<file path="src/rtl/utfac_pkg.sv">
// Package for the UTF-8 decoder with accent composition.
// Holds widths, byte classes, accent codes, queue entry types and the composition helpers.
// No dependencies; used by every module in rtl/ except utfac_fifo.
package utfac_pkg;

   // Widths
   localparam int CP_W   = 21;
   localparam int BYTE_W = 8;
   localparam int ACC_W  = 3;

   // Default depth of the internal queues
   localparam int UTFAC_QUEUE_DEPTH = 4;

   // Lead byte thresholds
   localparam logic [BYTE_W-1:0] LEAD4_MIN = 8'hF0;
   localparam logic [BYTE_W-1:0] LEAD3_MIN = 8'hE0;
   localparam logic [BYTE_W-1:0] LEAD2_MIN = 8'hC0;

   // Combining accents
   localparam logic [CP_W-1:0] CP_GRAVE      = 21'h000300;
   localparam logic [CP_W-1:0] CP_ACUTE      = 21'h000301;
   localparam logic [CP_W-1:0] CP_CIRCUMFLEX = 21'h000302;
   localparam logic [CP_W-1:0] CP_TILDE      = 21'h000303;
   localparam logic [CP_W-1:0] CP_DIAERESIS  = 21'h000308;

   // Accent indices within a vowel's precomposed row
   localparam logic [ACC_W-1:0] ACC_GRAVE      = 3'd0;
   localparam logic [ACC_W-1:0] ACC_ACUTE      = 3'd1;
   localparam logic [ACC_W-1:0] ACC_CIRCUMFLEX = 3'd2;
   localparam logic [ACC_W-1:0] ACC_TILDE      = 3'd3;
   localparam logic [ACC_W-1:0] ACC_DIAERESIS  = 3'd4;

   // Latin-1 base of each upper-case vowel row
   localparam logic [7:0] ROW_A = 8'hC0;
   localparam logic [7:0] ROW_E = 8'hC8;
   localparam logic [7:0] ROW_I = 8'hCC;
   localparam logic [7:0] ROW_O = 8'hD2;
   localparam logic [7:0] ROW_U = 8'hD9;
   localparam logic [7:0] LOWER_OFFSET = 8'd32;

   // Decoded character passed from front to back
   typedef struct packed {
      logic [CP_W-1:0] code_point;
      logic            has_char;
      logic            end_of_text;
      logic            truncated;
   } char_event_type;

   // Result entry waiting on the response side
   typedef struct packed {
      logic [CP_W-1:0] code_point;
      logic            has_char;
      logic            last_of_text;
      logic            truncated;
   } result_type;

   // Map a code point to {is_accent, accent index}
   function automatic logic [ACC_W:0] accent_lookup(input logic [CP_W-1:0] cp);
      logic [ACC_W:0] res;
      case (cp)
         CP_GRAVE:      res = {1'b1, ACC_GRAVE};
         CP_ACUTE:      res = {1'b1, ACC_ACUTE};
         CP_CIRCUMFLEX: res = {1'b1, ACC_CIRCUMFLEX};
         CP_TILDE:      res = {1'b1, ACC_TILDE};
         CP_DIAERESIS:  res = {1'b1, ACC_DIAERESIS};
         default:       res = {1'b0, ACC_GRAVE};
      endcase
      return res;
   endfunction

   // Compose a plain vowel with an accent; returns {ok, composed code point}
   function automatic logic [CP_W:0] compose_vowel(input logic [CP_W-1:0] base_ch,
                                                   input logic [ACC_W-1:0] acc);
      logic       ok;
      logic       lower;
      logic       no_tilde;
      logic [7:0] row;
      logic [7:0] r;
      ok       = (base_ch[CP_W-1:8] == '0);
      lower    = 1'b0;
      no_tilde = 1'b0;
      row      = ROW_A;
      case (base_ch[7:0])
         8'h41: row = ROW_A;                                   // A
         8'h61: begin row = ROW_A; lower = 1'b1; end           // a
         8'h45: begin row = ROW_E; no_tilde = 1'b1; end        // E
         8'h65: begin row = ROW_E; no_tilde = 1'b1; lower = 1'b1; end
         8'h49: begin row = ROW_I; no_tilde = 1'b1; end        // I
         8'h69: begin row = ROW_I; no_tilde = 1'b1; lower = 1'b1; end
         8'h4F: row = ROW_O;                                   // O
         8'h6F: begin row = ROW_O; lower = 1'b1; end           // o
         8'h55: begin row = ROW_U; no_tilde = 1'b1; end        // U
         8'h75: begin row = ROW_U; no_tilde = 1'b1; lower = 1'b1; end
         default: ok = 1'b0;
      endcase
      r = row + (lower ? LOWER_OFFSET : 8'd0) + {5'b0, acc};
      // rows without a tilde form put the diaeresis one slot earlier
      if (no_tilde && (acc == ACC_DIAERESIS)) begin
         r = r - 8'd1;
      end
      return {ok, {(CP_W-8){1'b0}}, r};
   endfunction

endpackage

</file>
<file path="src/rtl/utfac_fifo.sv">
// Small register-based queue used between the decoder stages and at the response side.
// Depends on nothing; width and depth come from the instantiating module.
module utfac_fifo #(
   parameter int WIDTH = 8,
   parameter int DEPTH = 4
) (
   input  logic             clock,
   input  logic             reset,
   input  logic             push,
   input  logic [WIDTH-1:0] push_data,
   input  logic             pop,
   output logic [WIDTH-1:0] pop_data,
   output logic             empty,
   output logic             full
);
   localparam int AW = (DEPTH > 1) ? $clog2(DEPTH) : 1;
   localparam int CW = $clog2(DEPTH + 1);

   logic [WIDTH-1:0] slot_ff [DEPTH];
   logic [AW-1:0]    wr_ptr_ff, wr_ptr_in;
   logic [AW-1:0]    rd_ptr_ff, rd_ptr_in;
   logic [CW-1:0]    count_ff, count_in;
   logic             do_push, do_pop;

   assign empty    = (count_ff == '0);
   assign full     = (count_ff == CW'(DEPTH));
   assign do_push  = push && !full;
   assign do_pop   = pop && !empty;
   assign pop_data = slot_ff[rd_ptr_ff];

   // Advance pointers with wrap at the depth
   always_comb begin
      wr_ptr_in = wr_ptr_ff;
      rd_ptr_in = rd_ptr_ff;
      count_in  = count_ff;
      if (do_push) begin
         wr_ptr_in = (wr_ptr_ff == AW'(DEPTH - 1)) ? '0 : wr_ptr_ff + 1'b1;
      end
      if (do_pop) begin
         rd_ptr_in = (rd_ptr_ff == AW'(DEPTH - 1)) ? '0 : rd_ptr_ff + 1'b1;
      end
      case ({do_push, do_pop})
         2'b10:   count_in = count_ff + 1'b1;
         2'b01:   count_in = count_ff - 1'b1;
         default: count_in = count_ff;
      endcase
   end

   // Hold control state
   always_ff @(posedge clock) begin
      if (reset) begin
         wr_ptr_ff <= '0;
         rd_ptr_ff <= '0;
         count_ff  <= '0;
      end else begin
         wr_ptr_ff <= wr_ptr_in;
         rd_ptr_ff <= rd_ptr_in;
         count_ff  <= count_in;
      end
   end

   // Store payload
   always_ff @(posedge clock) begin
      if (do_push) begin
         slot_ff[wr_ptr_ff] <= push_data;
      end
   end

endmodule

</file>
<file path="src/rtl/utfac_front.sv">
// Front stage: gathers UTF-8 bytes into code points and flags end of text.
// Depends on utfac_pkg; feeds the character queue read by utfac_back.
module utfac_front (
   input  logic                         clock,
   input  logic                         reset,
   input  logic                         byte_accept,
   input  logic [utfac_pkg::BYTE_W-1:0] text_byte,
   input  logic                         end_of_text,
   output logic                         event_push,
   output utfac_pkg::char_event_type    event_data
);
   import utfac_pkg::*;

   logic [CP_W-1:0] partial_ff, partial_in;
   logic [1:0]      pending_ff, pending_in;
   logic [1:0]      pending_dec;
   logic            done;
   logic [CP_W-1:0] cp;

   // Classify the byte and merge continuation bits
   always_comb begin
      partial_in  = partial_ff;
      pending_in  = pending_ff;
      pending_dec = pending_ff - 2'd1;
      done        = 1'b0;
      cp          = '0;
      if (pending_ff != 2'd0) begin
         case (pending_dec)
            2'd0:    partial_in = partial_ff | {15'b0, text_byte[5:0]};
            2'd1:    partial_in = partial_ff | {9'b0, text_byte[5:0], 6'b0};
            default: partial_in = partial_ff | {3'b0, text_byte[5:0], 12'b0};
         endcase
         pending_in = pending_dec;
         if (pending_dec == 2'd0) begin
            done = 1'b1;
            cp   = partial_in;
         end
      end else if (text_byte >= LEAD4_MIN) begin
         partial_in = {text_byte[2:0], 18'b0};
         pending_in = 2'd3;
      end else if (text_byte >= LEAD3_MIN) begin
         partial_in = {5'b0, text_byte[3:0], 12'b0};
         pending_in = 2'd2;
      end else if (text_byte >= LEAD2_MIN) begin
         partial_in = {10'b0, text_byte[4:0], 6'b0};
         pending_in = 2'd1;
      end else begin
         done = 1'b1;
         cp   = {13'b0, text_byte};
      end
   end

   // Hand a finished character or an end marker to the back stage
   always_comb begin
      event_push             = byte_accept && (done || end_of_text);
      event_data.code_point  = cp;
      event_data.has_char    = done;
      event_data.end_of_text = end_of_text;
      event_data.truncated   = end_of_text && (pending_in != 2'd0);
   end

   // Advance sequence state; drop it at end of text
   always_ff @(posedge clock) begin
      if (reset) begin
         partial_ff <= '0;
         pending_ff <= 2'd0;
      end else if (byte_accept) begin
         if (end_of_text) begin
            partial_ff <= '0;
            pending_ff <= 2'd0;
         end else begin
            partial_ff <= partial_in;
            pending_ff <= pending_in;
         end
      end
   end

endmodule

</file>
<file path="src/rtl/utfac_back.sv">
// Back stage: holds one character, composes accents onto vowels and emits results.
// Depends on utfac_pkg; reads the character queue and writes the response queue.
module utfac_back (
   input  logic                      clock,
   input  logic                      reset,
   input  logic                      event_empty,
   input  utfac_pkg::char_event_type event_data,
   output logic                      event_pop,
   input  logic                      result_full,
   output logic                      result_push,
   output utfac_pkg::result_type     result_data
);
   import utfac_pkg::*;

   logic [CP_W-1:0] held_ff, held_in;
   logic            held_valid_ff, held_valid_in;
   logic            phase_ff, phase_in;

   logic [ACC_W:0]  acc_info;
   logic [CP_W:0]   comp_info;
   logic            go;
   logic            char_active;
   logic            is_merge;
   logic            char_emit;
   logic            split;
   logic [CP_W-1:0] held_mid;
   logic            valid_mid;

   assign acc_info  = accent_lookup(event_data.code_point);
   assign comp_info = compose_vowel(held_ff, acc_info[ACC_W-1:0]);

   // Work out the character part, then the end-of-text part
   always_comb begin
      go          = !event_empty && !result_full;
      char_active = event_data.has_char && !phase_ff;
      is_merge    = char_active && acc_info[ACC_W] && held_valid_ff;
      char_emit   = char_active && !is_merge && held_valid_ff;
      split       = char_emit && event_data.end_of_text;

      held_mid  = held_ff;
      valid_mid = held_valid_ff || char_active;
      if (is_merge) begin
         if (comp_info[CP_W]) begin
            held_mid = comp_info[CP_W-1:0];
         end
      end else if (char_active) begin
         held_mid = event_data.code_point;
      end

      result_push = go && (char_emit || event_data.end_of_text);
      if (char_emit) begin
         result_data.code_point   = held_ff;
         result_data.has_char     = 1'b1;
         result_data.last_of_text = 1'b0;
         result_data.truncated    = 1'b0;
      end else begin
         result_data.code_point   = valid_mid ? held_mid : '0;
         result_data.has_char     = valid_mid;
         result_data.last_of_text = 1'b1;
         result_data.truncated    = event_data.truncated;
      end

      // a flush that also releases the held character takes a second pass
      event_pop     = go && !split;
      phase_in      = phase_ff;
      held_in       = held_ff;
      held_valid_in = held_valid_ff;
      if (go) begin
         if (split) begin
            phase_in      = 1'b1;
            held_in       = held_mid;
            held_valid_in = valid_mid;
         end else begin
            phase_in = 1'b0;
            if (event_data.end_of_text) begin
               held_in       = '0;
               held_valid_in = 1'b0;
            end else begin
               held_in       = held_mid;
               held_valid_in = valid_mid;
            end
         end
      end
   end

   // Hold the pending character and flush phase
   always_ff @(posedge clock) begin
      if (reset) begin
         held_ff       <= '0;
         held_valid_ff <= 1'b0;
         phase_ff      <= 1'b0;
      end else begin
         held_ff       <= held_in;
         held_valid_ff <= held_valid_in;
         phase_ff      <= phase_in;
      end
   end

`ifndef SYNTH
   // second flush pass keeps its queue entry at the head
   a_phase_has_event: assert property (@(posedge clock) disable iff (reset)
      phase_ff |-> !event_empty)
      else $error("flush phase set with empty character queue");

   // second flush pass always has a held character to emit
   a_phase_has_held: assert property (@(posedge clock) disable iff (reset)
      phase_ff |-> held_valid_ff)
      else $error("flush phase set with nothing held");

   // never write into a full response queue
   a_push_room: assert property (@(posedge clock) disable iff (reset)
      result_push |-> !result_full)
      else $error("result pushed into full queue");

   // a completed end of text leaves nothing held
   a_flush_clears: assert property (@(posedge clock) disable iff (reset)
      (event_pop && event_data.end_of_text) |=> !held_valid_ff)
      else $error("held character survived end of text");
`endif

endmodule

</file>
<file path="src/rtl/utf8_decode_accent_compose_unit.sv">
// Top level of the UTF-8 decoder with combining-accent composition.
// Depends on utfac_pkg, utfac_fifo, utfac_front and utfac_back.
//
// Usage:
//   Requests are UTF-8 bytes written like a queue: drive req_text_byte and
//   req_end_of_text, raise req_push; the byte is taken on an edge where
//   req_full is low. Results are read like a queue: while rsp_empty is low
//   the oldest result is on the rsp_ ports, and it leaves on an edge where
//   rsp_pop is high.
//   Throughput: one byte per cycle while req_full stays low. An end-of-text byte
//   that both releases the held character and closes the text yields two
//   results and holds the composer for a second pass.
//   Path: a byte that releases a result is written into the character queue;
//   the composer reads it from the head of that queue and writes the result
//   into the response queue, whose head drives the rsp_ ports. One character
//   is always held back for accent composition, so a plain character appears
//   only when the next non-accent character or the end of text arrives.
//   Stall: if rsp_pop stays low the response queue fills, the composer stops,
//   the character queue fills and req_full rises; nothing is lost.
//   Reset: synchronous, active high; it empties both queues, drops any open
//   sequence and the held character.
module utf8_decode_accent_compose_unit #(
   parameter int QUEUE_DEPTH = utfac_pkg::UTFAC_QUEUE_DEPTH
) (
   input  logic                         clock,
   input  logic                         reset,
   input  logic                         req_push,
   output logic                         req_full,
   input  logic [utfac_pkg::BYTE_W-1:0] req_text_byte,
   input  logic                         req_end_of_text,
   output logic                         rsp_empty,
   input  logic                         rsp_pop,
   output logic [utfac_pkg::CP_W-1:0]   rsp_code_point,
   output logic                         rsp_has_char,
   output logic                         rsp_last_of_text,
   output logic                         rsp_truncated
);
   import utfac_pkg::*;

   logic           byte_accept;
   logic           event_push;
   char_event_type event_in;
   char_event_type event_head;
   logic           event_pop;
   logic           event_empty;
   logic           event_full;
   logic           result_push;
   result_type     result_in;
   result_type     result_head;
   logic           result_full;

   assign req_full    = event_full;
   assign byte_accept = req_push && !event_full;

   // Decode bytes into characters
   utfac_front u_front (
      .clock       (clock),
      .reset       (reset),
      .byte_accept (byte_accept),
      .text_byte   (req_text_byte),
      .end_of_text (req_end_of_text),
      .event_push  (event_push),
      .event_data  (event_in)
   );

   // Queue characters between front and back
   utfac_fifo #(
      .WIDTH ($bits(char_event_type)),
      .DEPTH (QUEUE_DEPTH)
   ) u_char_queue (
      .clock     (clock),
      .reset     (reset),
      .push      (event_push),
      .push_data (event_in),
      .pop       (event_pop),
      .pop_data  (event_head),
      .empty     (event_empty),
      .full      (event_full)
   );

   // Compose accents and emit results
   utfac_back u_back (
      .clock       (clock),
      .reset       (reset),
      .event_empty (event_empty),
      .event_data  (event_head),
      .event_pop   (event_pop),
      .result_full (result_full),
      .result_push (result_push),
      .result_data (result_in)
   );

   // Queue results for the receiver
   utfac_fifo #(
      .WIDTH ($bits(result_type)),
      .DEPTH (QUEUE_DEPTH)
   ) u_rsp_queue (
      .clock     (clock),
      .reset     (reset),
      .push      (result_push),
      .push_data (result_in),
      .pop       (rsp_pop),
      .pop_data  (result_head),
      .empty     (rsp_empty),
      .full      (result_full)
   );

   assign rsp_code_point   = result_head.code_point;
   assign rsp_has_char     = result_head.has_char;
   assign rsp_last_of_text = result_head.last_of_text;
   assign rsp_truncated    = result_head.truncated;

endmodule

</file>
<file path="config.mk">
export PLATFORM = sky130hd
export DESIGN_NAME = utf8_decode_accent_compose_unit
export DESIGN_NICKNAME = d
export VERILOG_FILES = /design/src/rtl/utfac_pkg.sv /design/src/rtl/utfac_fifo.sv /design/src/rtl/utfac_front.sv /design/src/rtl/utfac_back.sv /design/src/rtl/utf8_decode_accent_compose_unit.sv
export SDC_FILE = /design/constraint.sdc
export NUM_CORES = 1
export LEC_CHECK = 0
export BUFFER_PORTS_ARGS = -buffer_cell sky130_fd_sc_hd__buf_2
export CAP_MARGIN = 20
export CORE_ASPECT_RATIO = 1.25
export CORE_MARGIN = 2
export CORE_UTILIZATION = 35
export DETAILED_ROUTE_END_ITERATION = 8
export GPL_TIMING_DRIVEN = 0
export PLACE_DENSITY = 0.5
export RECOVER_POWER = 100
export SYNTH_ARGS = -nofsm -noshare
export SYNTH_HDL_FRONTEND = slang
export SYNTH_SLANG_ARGS = --single-unit
</file>
<file path="constraint.sdc">
create_clock -name clock -period 5.09 [get_ports clock]
set_clock_uncertainty 0.2 [all_clocks]
set_input_delay 0.2545 -clock clock [delete_from_list [all_inputs] [get_ports clock]]
set_output_delay 0.2545 -clock clock [all_outputs]
set_load 0.01 [all_outputs]
</file>
After elaboration in Yosys (flattened, before gate mapping)

Memories as Yosys holds them, arrays and structs flattened. A register that Yosys moved wholly into a read port is not among the register bits.
Cells that the tools add are included.

Register bits after elaboration: 60
Memory bits (writable): 192
Input port bits: 13
Memories: 2

$add $sub $neg: 12
$lt $le $gt $ge: 3
Eq/ne operators: 27
Multiplexer cells: 52
Bitwise gates (word level): 3
Reduce and logical (&&, ||, !) cells: 44

Memories:

| memory               | depth | width | rd ports | clocked after Yosys merged registers in | write ports | line             | RTL |
|---|---|---|---|---|---|---|---|
| u_char_queue.slot_ff | 4     | 24    | 1        | 1                                       | 1           | utfac_fifo.sv:19 | `logic [WIDTH-1:0] slot_ff [DEPTH];` |
| u_rsp_queue.slot_ff  | 4     | 24    | 1        | 1                                       | 1           | utfac_fifo.sv:19 |  |

Operators with widths:

| kind                                                     | number |
|---|---|
| 2-to-1 mux 21 bit                                        | 15 |
| equality test 21 x 10 -> 1 bit, second input constant    | 5 |
| equality test 8 x 7 -> 1 bit, second input constant      | 10 |
| one-hot mux 21 bit (2 select lines)                      | 1 |
| 2-to-1 mux 2 bit                                         | 13 |
| greater-or-equal comparator 8 bit, second input constant | 3 |
| 2-to-1 mux 24 bit                                        | 1 |
| OR 21 x 12 -> 21 bit                                     | 1 |
| OR 21 x 18 -> 21 bit                                     | 1 |
| OR 21 x 6 -> 21 bit                                      | 1 |
| one-hot mux 4 bit (5 select lines)                       | 1 |
| one-hot mux 5 bit (4 select lines)                       | 1 |
| logical AND 1 bit                                        | 17 |
| 2-to-1 mux 8 bit                                         | 2 |
| 2-to-1 mux 1 bit                                         | 15 |
| logical NOT 13 bit                                       | 1 |
| equality test 2 bit, second input constant               | 6 |
| one-hot mux 3 bit (2 select lines)                       | 2 |
| OR reduction 10 bit                                      | 1 |
| equality test 3 bit, second input constant               | 3 |
| adder 2 x 1 -> 2 bit, second input constant              | 4 |
| adder 8 x 3 -> 8 bit                                     | 1 |
| adder 8 bit                                              | 1 |
| nonzero test 2 bit                                       | 4 |
| 15 further kinds                                         | 31 |

Logic depth before layout (Yosys ltp)

Word-level depth: 13
Depth in mapped cells: 19
Depth with buffers taken out: 17

Hierarchy

Synthesis repeated with hierarchy kept, for this count alone.

Cells, all modules: 788
Area, all modules: 11364.6 um2

Modules (own cells, without submodules):

| module                          | instances | cells an instance | area each (um2) |
|---|---|---|---|
| utfac_fifo                      | 2         | 180               | 3957.5 |
| utfac_back                      | 1         | 250               | 2009.4 |
| utfac_front                     | 1         | 177               | 1426.4 |
| utf8_decode_accent_compose_unit | 1         | 1                 | 13.8 |

Worst setup path before layout

No wires, ideal clock.

Kind: register to register
From: register (tool-made name)
To: memory u_rsp_queue.slot_ff[0][8] in the netlist's numbering, data pin
Library setup time: 0.271 ns
Arrival: 4.128 ns
Data required time: 4.619 ns
Path slack: 0.491 ns
Stages on the path, launching flop included: 19
Period minus slack after synthesis: 4.599 ns
Cells stage by stage: dfxtp_1 buf_6 buf_12 mux4_1 nor4_1 nand4b_1 or2_0 nor3_1 and2_1 ha_1 inv_1 fa_1 xor2_1 nand3_1 or4_1 nor3_2 xnor2_1 o21a_1 o2bb2ai_1

RTL lines:

| element          | line |
|---|---|
| end: declaration | utfac_fifo.sv:19 |

==> run metrics <==
category of cells accounting for the largest share of critical-path delay=simple AND/OR/NAND/NOR gates; share of total power in the clock network=29.8%; dpl hpwl=16700 um; starting density of the core=35.4%; maximum number of buffers from clock root to sink=3; largest stage delay on the critical path=0.59 ns; Overall Global Routing Usage=14.6%; I/O pins=39; post-synthesis cell type count=60; critical path, cell by cell=buf_8 -> buf_12 -> mux4_2 -> nor4_4 -> nand4b_1 -> or2_4 -> nor3_2 -> and2_1 -> ha_1 -> inv_1 -> fa_1 -> inv_1 -> a21oi_1 -> o31a_1 -> or4_4 -> a41oi_2 -> o21ai_0 -> o21ai_2; DRC violation total after the first TritonRoute iteration=456; required time of the critical path=5.23 ns; minimum setup slack after placement=-0.773 ns; fraction of final layout cells with drive strength greater than 1=15.8%; Post-Synth Simple-Gate Area=8.53%; start-to-end type of the worst setup path=flip-flop to flip-flop; synthesized netlist cell count=742; routed length per instance=19.0 um; total global routing overflow=0; combinational share of power=29.4%; main flop type after synthesis=sky130_fd_sc_hd__edfxtp_1; Synth Area per Inst=14.8 um^2; layout-stage area growth over the synthesis result=17.3%; gpl congestion=0.826; upper clock frequency limit=205 MHz; total number of nets in the final design=866; number of fill cells=2858; Synth warnings=0; chip height=202 um; worst hold margin=0.0500 ns; Post-route DRC=0; min-delay worst type=input port to flip-flop; type of element launching the critical path=flip-flop; via count of the routed design=6458; most used cell along the critical path=sky130_fd_sc_hd__inv_1; worst vdd rail ir drop=0.259 mV; transition time of the tightest slew-check pin=1.14 ns; share of synthesized registers carrying an async set or reset=0%; overall routed net length=23800 um; TritonRoute pass-1 iters=7; root cell of the clock tree=sky130_fd_sc_hd__clkbuf_16; number of failing hold endpoints at the final stage=0; number of setup violations in the final report=0; placeable core region=30900 um^2; switching power summed over all nets=0.00212 W; overall die area=32700 um^2; slowest cell on the critical path=sky130_fd_sc_hd__mux4_2; Skew-Pair Late Insertion Delay=0.52 ns; status=complete, no violations; number of antenna-violating nets in the routed design=0; pin count of the biggest net entering global routing=18; proportion of power drawn by flip-flops and latches=40.8%; CTS tree=yes; WP data arrival=5.01 ns; buffer and inverter count on the worst path=4; Pwr per Cell Area=539 nW/um^2; Period minus WS final=4.87 ns; area taken by flip-flops and latches=7050 um^2; Compound-Gate Fraction of Synth Area=9.93%; final core area utilization=41.6%; setup slack of the critical path after layout=0.217 ns; number of slew-limit violations in the final report=0; launch instance of the worst min-delay path=req_push; initial antenna violation count=0; clock buffers created by TritonCTS=26; combined area of all synthesized cells=10900 um^2; number of input and output port buffers inserted=37; area used by multi-input combinational logic=3680 um^2; leakage power of the design=4.32 nW; mux contribution to synthesized area=10.9%; adder-cell share of the synthesized area=2.83%; die width=162 um; first-pass GRT wire length=37300 um; routed vias/inst=5.14; Reg clk slew, reported paths=0.07 ns; number of maximum-capacitance violations=0; kind of capture point of the worst setup path=flip-flop; Row Count=72; Period Utilization, post-route=95.7%; register bit count reported by yosys=256; vias in the first global route=6523; clock net sink count=256; H-tree depth=1; antenna fix cells=0; final setup TNS=0 ns; main combinational cell family by area after synthesis=multiplexers; net switching fraction of the power=30.7%; post-synthesis sequential area ratio=64.4%; number of enable-type register cells in the synthesized netlist=192; total internal power=0.00480 W; worst slew margin relative to its limit=24.2%; net count of the mapped netlist=778; total power draw=0.00692 W; largest driver fanout on the critical path=10; XOR/XNOR Fraction of Synth Area=0.880%
through the flow:
step           area (um^2)  instances
2_1_floorplan        10900        742
3_3_place_gp         11600       1186
3_5_place_dp         11800       1194
4_1_cts              12900       1251
5_1_grt              12800       1256
6_report             12800       1256
cell usage in the layout, fill, tap and decap left out, drive strengths merged, types with 25 or more instances in the layout:
cell    count
nor2       61
o21ai      33
buf        32
a22o       38
a22oi      25
nand2      30
mux4       46
edfxtp    192
clkbuf     87
dfxtp      64
final timing paths:
kind	endpoint	cells after the start	slack [ns]
setup / recovery	u_rsp_queue.slot_ff[1][10]	18	0.22
hold / removal	u_front.pending_ff[0]	4	0.05
setup reg to reg	u_rsp_queue.slot_ff[1][10]	18	0.22
hold reg to reg	u_front.partial_ff[20]	2	0.28
worst reg2reg max path: cells and delay by family (launching register included):
family,cells,cell delay [ns]
fa+ha+maj,2,0.62
compound gates,5,0.96
simple gates,6,1.50
mux,1,0.59
buf+inv,4,0.48
flops,1,0.34
cell usage after synthesis, types with 6 or more instances:
library cell               count  area share, %
sky130_fd_sc_hd__a21oi_1      23            1.1
sky130_fd_sc_hd__a22o_1       38            3.0
sky130_fd_sc_hd__a22oi_1      25            1.7
sky130_fd_sc_hd__and2_1       24            1.4
sky130_fd_sc_hd__and3_1        6           0.34
sky130_fd_sc_hd__clkbuf_1     22           0.75
sky130_fd_sc_hd__dfxtp_1      64             12
sky130_fd_sc_hd__edfxtp_1    192             53
sky130_fd_sc_hd__ha_1         20            2.3
sky130_fd_sc_hd__inv_1        24           0.82
sky130_fd_sc_hd__mux2i_1       8           0.73
sky130_fd_sc_hd__mux4_1       13            3.1
sky130_fd_sc_hd__mux4_2       33            6.8
sky130_fd_sc_hd__nand2_1      30            1.0
sky130_fd_sc_hd__nand3_1      10           0.46
sky130_fd_sc_hd__nor2_1       61            2.1
sky130_fd_sc_hd__nor2b_1       8           0.46
sky130_fd_sc_hd__nor3_1       12           0.55
sky130_fd_sc_hd__nor4_1        6           0.34
sky130_fd_sc_hd__o21ai_0      30            1.4
sky130_fd_sc_hd__xor2_1        8           0.64
metal layers:
metal / up-vias / GRT usage, % / share of wire (%)
li1: 3066 / - / -
met1: 3240 / 18.4 / 43
met2: 119 / 26.7 / 52
met3: 33 / 1.73 / 2.9
met4: 0 / 3.54 / 1.7
met5: - / 0 / 0
kinds of logic after synthesis:
family / Yosys count
DFF: 256
and+or+nand+nor: 183
AOI/OAI and AO/OA: 153
buffers and inverters: 59
muxes: 57
adders and majority gates: 23
xor gates and xnor gates: 11
final cells by class:
type	count	share of cell area, %
buffer	34	1.45
inverter	25	0.770
multi-input combinational	427	28.7
clock inverter	14	1.83
timing repair buffer	60	3.01
clock buffer	33	5.44
tap	407	3.97
sequential	256	54.9
registers in the layout, indices dropped and copies added (netlist names), named ones only:
register,cells
u_front.pending_ff,2
u_back.held_valid_ff,1
u_rsp_queue.rd_ptr_ff,2
u_back.phase_ff,1
u_char_queue.rd_ptr_ff,2
u_back.held_ff,21
u_char_queue.count_ff,3
u_char_queue.wr_ptr_ff,2
u_rsp_queue.wr_ptr_ff,2
u_rsp_queue.count_ff,3
u_front.partial_ff,21
u_rsp_queue.slot_ff,96
u_char_queue.slot_ff,96
power by group through the flow:
stage          clock, W  combinational (W)  sequential, W
2_1_floorplan         0            0.00136        0.00283
3_3_place_gp          0            0.00195        0.00287
4_1_cts         0.00212            0.00206        0.00282
5_1_grt         0.00221            0.00225        0.00285
6_report        0.00206            0.00204        0.00282
3_5_place_dp          0            0.00203        0.00287
what timing repair did:
| item | 4_1_cts | 5_1_grt |
|---|---|---|
| hold buffers | 8 | 0 |
| pin swaps | 2 | 2 |
| endpoints found under the hold margin | 26 | 0 |
| setup endpoints to repair | 35 | 27 |
| setup buffers | 2 | 5 |
| gates resized for setup | 12 | 15 |
(Power assumes the default switching activity.)
